[src/design/vcsl_pkg.sv]
// Shared constants, register indexes and lane control types for the
// velocity command slew limiter. No dependencies.
package vcsl_pkg;

	localparam int AXES = 3;
	localparam int AX_X = 0;
	localparam int AX_Y = 1;
	localparam int AX_YAW = 2;

	localparam int VEL_W = 32;   // velocity / acceleration word
	localparam int LIM_W = 31;   // magnitude limit registers
	localparam int DT_W = 20;    // tick length in microseconds
	localparam int TMO_W = 32;   // timeout and time-since-command counter
	localparam int CFG_IDX_W = 3;
	localparam int CFG_DATA_W = 32;

	localparam int DIV_STEPS = 32;   // quotient bits per division
	localparam int DIV_CNT_W = $clog2(DIV_STEPS);

	localparam logic [DT_W-1:0] US_PER_S = DT_W'(1000000);

	localparam logic [LIM_W-1:0] VEL_LIM_RST = LIM_W'(65536);
	localparam logic [LIM_W-1:0] ACC_LIM_RST = LIM_W'(65536);
	localparam logic [TMO_W-1:0] TIMEOUT_RST = TMO_W'(500000);

	// configuration register indexes
	localparam logic [CFG_IDX_W-1:0] REG_MAX_VEL_X = 3'd0;
	localparam logic [CFG_IDX_W-1:0] REG_MAX_VEL_Y = 3'd1;
	localparam logic [CFG_IDX_W-1:0] REG_MAX_VEL_YAW = 3'd2;
	localparam logic [CFG_IDX_W-1:0] REG_MAX_ACC_X = 3'd3;
	localparam logic [CFG_IDX_W-1:0] REG_MAX_ACC_Y = 3'd4;
	localparam logic [CFG_IDX_W-1:0] REG_MAX_ACC_YAW = 3'd5;
	localparam logic [CFG_IDX_W-1:0] REG_TIMEOUT = 3'd6;

	// sequencer strobes broadcast to every lane
	typedef struct packed {
		logic accept;
		logic new_command;
		logic timed_out;
		logic clamp;
		logic mult;
		logic div_load;
		logic div_step;
		logic commit;
	} lane_ctl_t;

	typedef struct packed {
		logic signed [VEL_W-1:0] vel;
		logic signed [VEL_W-1:0] acc;
		logic                    sat;
	} lane_res_t;

endpackage

[src/design/vcsl_div.sv]
// Restoring divider, one quotient bit per step, fixed quotient width.
// Flags overflow when the quotient does not fit. No package dependency.
module vcsl_div #(
	parameter int DW = 52,
	parameter int QW = 32,
	parameter int VW = 20
) (
	input  logic          clk,
	input  logic          load,
	input  logic          step,
	input  logic [DW-1:0] dividend,
	input  logic [VW-1:0] divisor,
	output logic [QW-1:0] quotient,
	output logic          ovf
);

	localparam int HW = DW - QW;
	localparam int CW = (HW > VW) ? HW : VW;

	logic [VW-1:0] rem_q;
	logic [QW-1:0] quo_q;
	logic [VW-1:0] dvs_q;
	logic          ovf_q;
	logic [HW-1:0] hi;
	logic [VW:0]   trial;
	logic [VW+1:0] diff;
	logic          ge;

	assign hi = dividend[DW-1:QW];
	assign trial = {rem_q, quo_q[QW-1]};
	assign diff = {1'b0, trial} - {2'b00, dvs_q};
	assign ge = ~diff[VW+1];

	always_ff @(posedge clk) begin
		if (load) begin
			rem_q <= VW'(hi);
			quo_q <= dividend[QW-1:0];
			dvs_q <= divisor;
			ovf_q <= CW'(hi) >= CW'(divisor);
		end else if (step) begin
			rem_q <= ge ? diff[VW-1:0] : trial[VW-1:0];
			quo_q <= {quo_q[QW-2:0], ge};
		end
	end

	assign quotient = quo_q;
	assign ovf = ovf_q;

endmodule

[src/design/vcsl_lane.sv]
// One axis: held command, velocity clamp, slew limit and acceleration.
// Depends on vcsl_pkg and vcsl_div.
module vcsl_lane
	import vcsl_pkg::*;
(
	input  logic                    clk,
	input  logic                    arst_n,
	input  lane_ctl_t               ctl,
	input  logic signed [VEL_W-1:0] cmd,
	input  logic [DT_W-1:0]         dt,
	input  logic [LIM_W-1:0]        max_vel,
	input  logic [LIM_W-1:0]        max_acc,
	output lane_res_t               res
);

	localparam int PW = LIM_W + DT_W;      // max_acc * dt
	localparam int NW = VEL_W + DT_W;      // |diff| * 1e6

	// limit = floor(max_acc * dt / 1e6): 1e6 = 2^6 * 15625, so shift out the
	// 2^6, then multiply by a rounded-up reciprocal of 15625. The error term
	// stays under 2^-14 of the divisor, exact for any 45-bit operand.
	localparam int LIM_SH = 6;
	localparam longint unsigned LIM_ODD = 15625;
	localparam int LIM_ODD_W = 14;         // 2^14 >= 15625
	localparam int YW = PW - LIM_SH;       // operand after the shift
	localparam int RW = YW + 1;            // reciprocal width
	localparam int RK = YW + LIM_ODD_W;    // reciprocal scale 2^RK
	localparam int AW = YW + RW;           // full product width
	localparam int YS = 15;                // operand slice per row
	localparam int MS = 23;                // reciprocal half
	localparam int YN = YW / YS;           // rows of partial products
	localparam logic [RW-1:0] RCP = RW'(((64'd1 << RK) + LIM_ODD - 64'd1) / LIM_ODD);

	logic signed [VEL_W-1:0] held_q;
	logic signed [VEL_W-1:0] prev_q;
	logic                    sat_q;

	logic                    neg_s1;
	logic [VEL_W-1:0]        mag_s1;
	logic [PW-1:0]           prod_s2;
	logic [NW-1:0]           num_s2;

	logic signed [VEL_W:0]   cmd33;
	logic signed [VEL_W:0]   mv33;
	logic signed [VEL_W:0]   target;
	logic signed [VEL_W:0]   diff;
	logic                    sat_d;

	logic [YW-1:0]           rcp_y_q;
	logic [AW-1:0]           rcp_acc_q;
	logic [1:0]              rcp_row_q;
	logic                    rcp_col_q;
	logic [MS-1:0]           rcp_m;
	logic [YS+MS-1:0]        rcp_pp;

	logic [VEL_W-1:0]        acc_quo;
	logic                    acc_ovf;
	logic [VEL_W-1:0]        limit;
	logic [VEL_W-1:0]        dmag;
	logic signed [VEL_W:0]   delta;
	logic [VEL_W:0]          vel_sum;
	logic [VEL_W-1:0]        qmax;
	logic [VEL_W-1:0]        qsat;

	// clamp held command against velocity limit, or target zero when timed out
	always_comb begin
		cmd33 = {held_q[VEL_W-1], held_q};
		mv33 = signed'({2'b00, max_vel});
		target = '0;
		sat_d = sat_q;
		if (!ctl.timed_out) begin
			if (cmd33 > mv33) begin
				target = mv33;
				sat_d = 1'b1;
			end else if (cmd33 < -mv33) begin
				target = -mv33;
				sat_d = 1'b1;
			end else begin
				target = cmd33;
				sat_d = 1'b0;
			end
		end
		diff = target - {prev_q[VEL_W-1], prev_q};
	end

	always_ff @(posedge clk or negedge arst_n) begin
		if (!arst_n) begin
			held_q <= '0;
			prev_q <= '0;
			sat_q <= 1'b0;
		end else begin
			if (ctl.accept && ctl.new_command)
				held_q <= cmd;
			if (ctl.clamp)
				sat_q <= sat_d;
			if (ctl.commit)
				prev_q <= res.vel;
		end
	end

	always_ff @(posedge clk) begin
		if (ctl.clamp) begin
			neg_s1 <= diff[VEL_W];
			mag_s1 <= diff[VEL_W] ? VEL_W'(-diff) : VEL_W'(diff);
		end
		if (ctl.mult) begin
			prod_s2 <= PW'(max_acc) * PW'(dt);
			num_s2 <= NW'(mag_s1) * NW'(US_PER_S);
		end
	end

	// reciprocal product, one 15x23 partial product per step: six steps,
	// done long before the acceleration divider finishes
	always_comb begin
		rcp_m = rcp_col_q ? RCP[RW-1:MS] : RCP[MS-1:0];
		rcp_pp = (YS+MS)'(rcp_y_q[YS-1:0]) * (YS+MS)'(rcp_m);
	end

	always_ff @(posedge clk) begin
		if (ctl.div_load) begin
			rcp_y_q <= prod_s2[PW-1:LIM_SH];
			rcp_acc_q <= '0;
			rcp_row_q <= '0;
			rcp_col_q <= 1'b0;
		end else if (ctl.div_step && rcp_row_q != 2'(YN)) begin
			rcp_acc_q <= rcp_acc_q + (AW'(rcp_pp) << (YS * rcp_row_q + MS * rcp_col_q));
			rcp_col_q <= ~rcp_col_q;
			if (rcp_col_q) begin
				rcp_row_q <= rcp_row_q + 1'b1;
				rcp_y_q <= rcp_y_q >> YS;
			end
		end
	end

	// acc = |diff| * 1e6 / dt
	vcsl_div #(.DW(NW), .QW(VEL_W), .VW(DT_W)) u_acc_div (
		.clk      (clk),
		.load     (ctl.div_load),
		.step     (ctl.div_step),
		.dividend (num_s2),
		.divisor  (dt),
		.quotient (acc_quo),
		.ovf      (acc_ovf)
	);

	always_comb begin
		limit = rcp_acc_q[RK +: VEL_W];
		dmag = (mag_s1 > limit) ? limit : mag_s1;
		delta = neg_s1 ? -signed'({1'b0, dmag}) : signed'({1'b0, dmag});
		vel_sum = {prev_q[VEL_W-1], prev_q} + delta;
		qmax = {1'b0, max_acc};
		qsat = (acc_ovf || acc_quo > qmax) ? qmax : acc_quo;
		res.vel = signed'(vel_sum[VEL_W-1:0]);
		if (dt == '0)
			res.acc = '0;
		else
			res.acc = neg_s1 ? -signed'(qsat) : signed'(qsat);
		res.sat = sat_q;
	end

endmodule

[config.mk]
export PLATFORM = sky130hd
export DESIGN_NAME = vcsl_lane
export DESIGN_NICKNAME = d
export VERILOG_FILES = /design/src/design/vcsl_pkg.sv /design/src/design/vcsl_div.sv /design/src/design/vcsl_lane.sv
export SDC_FILE = /design/constraint.sdc
export NUM_CORES = 2
export LEC_CHECK = 0
export BUFFER_PORTS_ARGS = -buffer_cell sky130_fd_sc_hd__buf_2
export CAP_MARGIN = 15
export CORE_AREA = 2 2 300 420
export CTS_CLUSTER_SIZE = 12
export DETAILED_ROUTE_END_ITERATION = 6
export DIE_AREA = 0 0 302 422
export PLACE_DENSITY = 0.75
export SLEW_MARGIN = 20
export SYNTH_ARGS = -nofsm -noshare
export SYNTH_HDL_FRONTEND = slang
export SYNTH_SLANG_ARGS = --single-unit
export TNS_END_PERCENT = 10
[constraint.sdc]
create_clock -name clk -period 12.99 [get_ports clk]
set_input_delay 0.6495 -clock clk [delete_from_list [all_inputs] [get_ports clk]]
set_output_delay 0.6495 -clock clk [all_outputs]
set_load 0.01 [all_outputs]
== Yosys cells after proc, flatten, opt, wreduce, memory -nomap -nowiden ==
Cells that the tools add are included.
Word-level totals
  register bits after elaboration: 407
  input bits: 124
  logic and storage cells: 71
Cells by class
  $add $sub $neg: 10
  multiply operators: 5
  order comparisons: 5
  eq/ne operators: 1
  shift operators: 1
  muxes and demuxes: 20
  bitwise logic cells: 3
  reductions and logical operators: 10
Operators with widths (number)
  32-bit two-way mux: 8
  45-bit two-way mux: 3
  33-bit two-way mux: 3
  32-bit negation: 3
  91-bit adder: 1
  38-bit by 7-bit << shifter with 91-bit output: 1
  32-bit greater-than comparator: 2
  20-bit two-way mux: 3
  31-bit by 20-bit multiplier with 51-bit output: 1
  32-bit by 14-bit multiplier with 46-bit output, second input constant: 1
  15-bit by 23-bit multiplier with 38-bit output: 1
  32-bit by 33-bit < comparator with 1-bit output: 1
  31-bit negation with 33-bit output: 1
  33-bit subtractor: 1
  32-bit adder: 1
  32-bit by 31-bit greater-than comparator with 1-bit output: 1
  21-bit by 20-bit subtractor with 22-bit output: 1
  20-bit greater-or-equal comparator: 1
  20-bit zero test: 1
  18-bit two-way mux: 1
  6-bit by 6-bit adder with 7-bit output: 1
  4-bit by 2-bit multiplier with 6-bit output, first input constant: 1
  5-bit by 1-bit multiplier with 6-bit output, first input constant: 1
  2-bit AND reduction: 3
  other kinds (7): 13

== Longest topological paths before layout ==
  depth after elaboration: 8
  depth in mapped cells: 45

== Cells and area by module ==
A second synthesis with hierarchy kept.
Second synthesis, totals
  cell total of the unflattened synthesis: 7979
  area, all modules: 69211.4 µm²
Modules (own cells, without submodules)
  vcsl_lane: instances 1, cells each 7581, area each 64574.4 µm², seq. area each 8563.2 µm²
  vcsl_div: instances 1, cells each 398, area each 4636.9 µm², seq. area each 2192.1 µm²

== Worst setup path before layout ==
No wires, ideal clock.
  path type: register -> register
  start point: register rcp_y_q[3]
  end point: register rcp_acc_q[88]
  arrival: 10017 ps
  required time: 12919 ps
  setup slack: 2902 ps
  stages on the path, launching flop included: 42
  buffers on the path: 1
  clock period less this slack: 10088 ps
  cells stage by stage: edfxtp_1 -> fa_1 -> inv_1 -> fa_1 -> inv_1 -> fa_1 -> inv_1 -> fa_1 -> inv_1 -> fa_1 -> inv_1 -> fa_1 -> inv_1 -> ha_1 -> a21oi_1 -> nand2_1 -> o21ai_1 -> o21ai_1 -> [... 6 more ...] -> nor2_1 -> a21oi_1 -> a211oi_1 -> ha_1 -> clkbuf_1 -> nand2_1 -> or3_1 -> or4b_1 -> nor2_1 -> o311ai_1 -> and3_1 -> o41a_1 -> o21ai_1 -> a32oi_1 -> a221oi_2 -> xnor2_1 -> nand2_1 -> a21oi_1
On the way
  word-level cells in the longest chain between the ends: 3
RTL lines
  start: declaration: RTL line vcsl_lane.sv:49  | logic [YW-1:0] rcp_y_q;
  start signal: assignment: RTL line vcsl_lane.sv:121  | rcp_y_q <= prod_s2[PW-1:LIM_SH];
  start signal: assignment: RTL line vcsl_lane.sv:130  | rcp_y_q <= rcp_y_q >> YS;
  15-bit by 23-bit multiplier with 38-bit output: RTL line vcsl_lane.sv:116  | rcp_pp = (YS+MS)'(rcp_y_q[YS-1:0]) * (YS+MS)'(rcp_m);
  38-bit by 7-bit << shifter with 91-bit output: RTL line vcsl_lane.sv:126  | rcp_acc_q <= rcp_acc_q + (AW'(rcp_pp) << (YS * rcp_row_q + MS * rcp_col_q));
  91-bit adder: RTL line vcsl_lane.sv:126
  end signal: assignment: RTL line vcsl_lane.sv:126
  end: declaration: RTL line vcsl_lane.sv:50  | logic [AW-1:0] rcp_acc_q;
No other way between the ends.
A chain may end at the register's enable or synchronous reset.

== Final worst setup path ==
Same ends and word-level chain as after synthesis.

==> qor.yml <==
outcome:
  run_status: "complete, but fails checks"
  violations: "DRC"
route:
  via_per_inst: 6.13
  via_count: 57400
  avgRoutedWirePerCell_um: 23.0
  drc_errors: 2
  ant_nets: 0
  drtPass1Iterations: 7
  drtIter0Drc: 4396
  wirelength_mm: 215
timing:
  slew_viol_final: 0
  setup_tns_ns: 0
  setup_viol: 0
  max_slew_margin_pct: 21.8
  hold_viol_final: 0
  min_period_over_period_pct: 90.1
  worst_pin_slew_ns: 1.17
  timing.fmax_mhz: 85.4
  rsz0062_at_grt: "false"
  skew_ns: 0.0459
  finalCriticalPeriod_ns: 11.71
yosys:
  syn-num-nets: 9476
  ys.flop_type: "edfxtp_1"
  ys_warn_count: 0
  netlist_area_sq_um: 67600
  yosysUniqueCellTypes: 102
  async_flop_share_pct: 16.3
  ys_seq_elements: 400
  yosysSeqAreaShare_pct: 15.9
  synth.avg_cell_area_sq_um: 8.70
  netlist_instances: 7767
  synth_enable_flop_cells: 242
critical_path:
  critical_path_arrival_ns: 12.28
  start_kind: "flip-flop"
  r2r_start: "rcp_y_q[3]$_DFFE_PP_"
  cpPeakStageDelay_ns: 0.71
  critPathMaxFanout: 9
  regToRegSetupSlack_ns: 1.28
  crit_required_ns: 13.56
  path_class: "reg2reg"
  crit_path_end_kind: "flip-flop"
  r2r_cells: 38
  reg2reg_to: "rcp_acc_q[88]$_SDFFE_PP0P_"
  crit_slowest_cell: "fa_1"
run:
  max-cap-violations: 0
die:
  initial_core_util_pct: 54.6
  die_area_sq_um: 127000
  core_sq_um: 124000
  fp.dieH_um: 422
  die_w_um: 302
  num_rows: 153
  io_pins: 189
global_route:
  grt_max_degree: 151
  grt_usage_pct: 34.1
  grt_pass1_vias: 59800
  grt_pass1_wl_mm: 335
  antenna_found_initial: 5
  grt-ovfl-total: 0
cts:
  cts_sinks: 400
  cts_tree: "done"
  holdBufCountCts: 0
  cts.repair.resized: 0
  post_cts_buffers: 0
  numCtsBuffers: 45
  ctsRootBufferMaster: "clkbuf_16"
  path_clk_slew_ns: 0.07
  clk_latency_ns: 0.64
  cts_max_path_buffers: 3
  cts.htree.levels: 2
layout:
  nFillCells: 10900
  layout-drive-gt1-share_pct: 6.86
  area_delta_synth_final_pct: 5.45
  final_nets: 9421
place:
  gp_congestion: 0.992
  dpl.hpwl_mm: 171
  port_buffers: 188
worst_hold_path:
  worstHoldPathType: "in2async"
worst max-delay path, delay by kind of cell, from the launching register on:
kind	cells	cell delay, ns
adder cells (fa/ha/maj)	8	4.11
AO/OA/AOI/OAI	13	3.73
AND/OR/NAND/NOR	8	1.95
multiplexers	2	0.72
flip-flops	1	0.58
buffers and inverters	6	0.36
XOR/XNOR	1	0.16
layout by cell type, fill, tap and decap left out, types with 137 or more instances in the layout:
cell type	n
inv_1	1115
nand2_1	917
fa_1	800
ha_1	785
nor2_1	582
a21oi_1	465
o21ai_0	309
xnor2_1	272
edfxtp_1	242
a21o_1	193
buf_2	186
mux2_2	137
routing by layer:
metal / global-route usage (%) / vias up / part of all wire [%]
met5: 0 / - / 0.019
met3: 5.54 / 929 / 7.3
met1: 37.3 / 28000 / 35
met2: 59.4 / 2576 / 49
li1: - / 25900 / -
met4: 24.5 / 6 / 8.9
state kept, by name, summed over array words and instances, names as in the netlist, 32 cells and up:
| signal | cells |
|---|---|
| u_acc_div.quotient | 32 |
| prev_q | 32 |
| held_q | 32 |
| rcp_acc_q | 90 |
| num_s2 | 46 |
| prod_s2 | 45 |
| rcp_y_q | 45 |
| mag_s1 | 32 |
worst max-delay path by stage:
| stage | depth (start not counted) | start | to | slack [ns] |
|---|---|---|---|---|
| 3_5_place_dp | 38 | rcp_y_q[3]$_DFFE_PP_ | rcp_acc_q[88]$_SDFFE_PP0P_ | 1.48 |
| 6_report | 38 | rcp_y_q[3]$_DFFE_PP_ | rcp_acc_q[88]$_SDFFE_PP0P_ | 1.28 |
| 3_3_place_gp | 38 | rcp_y_q[3]$_DFFE_PP_ | rcp_acc_q[88]$_SDFFE_PP0P_ | 1.58 |
| 2_1_floorplan | 41 | rcp_y_q[3]$_DFFE_PP_ | rcp_acc_q[88]$_SDFFE_PP0P_ | 2.90 |
| 5_1_grt | 40 | rcp_y_q[3]$_DFFE_PP_ | rcp_acc_q[88]$_SDFFE_PP0P_ | 0.50 |
| 4_1_cts | 38 | rcp_y_q[3]$_DFFE_PP_ | rcp_acc_q[88]$_SDFFE_PP0P_ | 1.44 |
cell usage after synthesis (18+ instances only):
| library cell | n | area, sq um |
|---|---|---|
| nor3_1 | 114 | 571 |
| or2_2 | 18 | 113 |
| nand4_1 | 78 | 488 |
| nand3_1 | 95 | 475 |
| nand2_1 | 917 | 3440 |
| buf_1 | 52 | 195 |
| o31ai_1 | 45 | 338 |
| mux2i_1 | 57 | 571 |
| fa_1 | 800 | 16000 |
| and3_1 | 39 | 244 |
| or3_1 | 44 | 275 |
| o211ai_1 | 32 | 240 |
| inv_1 | 1115 | 4190 |
| o21a_1 | 62 | 465 |
| mux2_2 | 137 | 1540 |
| edfxtp_1 | 242 | 7270 |
| nor4_1 | 36 | 225 |
| xor2_1 | 110 | 963 |
| a21o_1 | 193 | 1450 |
| a211oi_1 | 65 | 488 |
| o21ai_1 | 30 | 150 |
| mux4_2 | 22 | 495 |
| a21oi_1 | 466 | 2330 |
| a31oi_1 | 63 | 394 |
| o21bai_1 | 47 | 353 |
| nand2b_1 | 56 | 350 |
| clkbuf_1 | 277 | 1040 |
| xnor2_1 | 274 | 2400 |
| nor2b_1 | 58 | 363 |
| and2_1 | 82 | 513 |
| dfxtp_1 | 93 | 1860 |
| nor2_1 | 583 | 2190 |
| o21ai_0 | 309 | 1550 |
| dfrtp_1 | 65 | 1630 |
| ha_1 | 785 | 9820 |
cell families (layout without fill, tap and decap cells):
group | after synthesis | after routing | share of synthesized area [%]
adders and majority gates | 1585 | 1585 | 38.2
DFF | 400 | 400 | 15.9
buffers and inverters | 1471 | 1447 | 8.20
and+or+nand+nor | 2194 | 2194 | 14.6
xor gates and xnor gates | 385 | 385 | 5.00
AOI/OAI and AO/OA | 1516 | 1516 | 14.2
muxes | 216 | 216 | 3.86
other | 0 | 2 | 0
cell type report:
cell class | count | area, sq um | share of cell area [%]
diodes | 2 | 5.00 | 0.00702
clock inverters | 17 | 195 | 0.274
repair buffers | 238 | 1340 | 1.88
multi-input cells | 5896 | 51500 | 72.2
flip-flops and latches | 400 | 10800 | 15.1
clock buffers | 61 | 1260 | 1.77
well taps | 1627 | 2040 | 2.86
inverters | 1131 | 4250 | 5.96
through the flow:
stage	hold WS (ns)	util [%]	instance area, sq um	setup slack, ns	std cells
finish	0.261	57.6	71300	1.28	9372
global route	0.256	57.6	71300	0.504	9370
CTS	0.234	57.6	71300	1.44	9370
detailed placement	0.451	56.4	69800	1.48	9292
global placement	0.443	56.4	69800	1.58	9292
floorplan	0.354	-	67600	2.90	7767
Power is left out: the tool's default activity adds up to more than one toggle a clock period on the data nets, which glitch-free logic cannot reach.
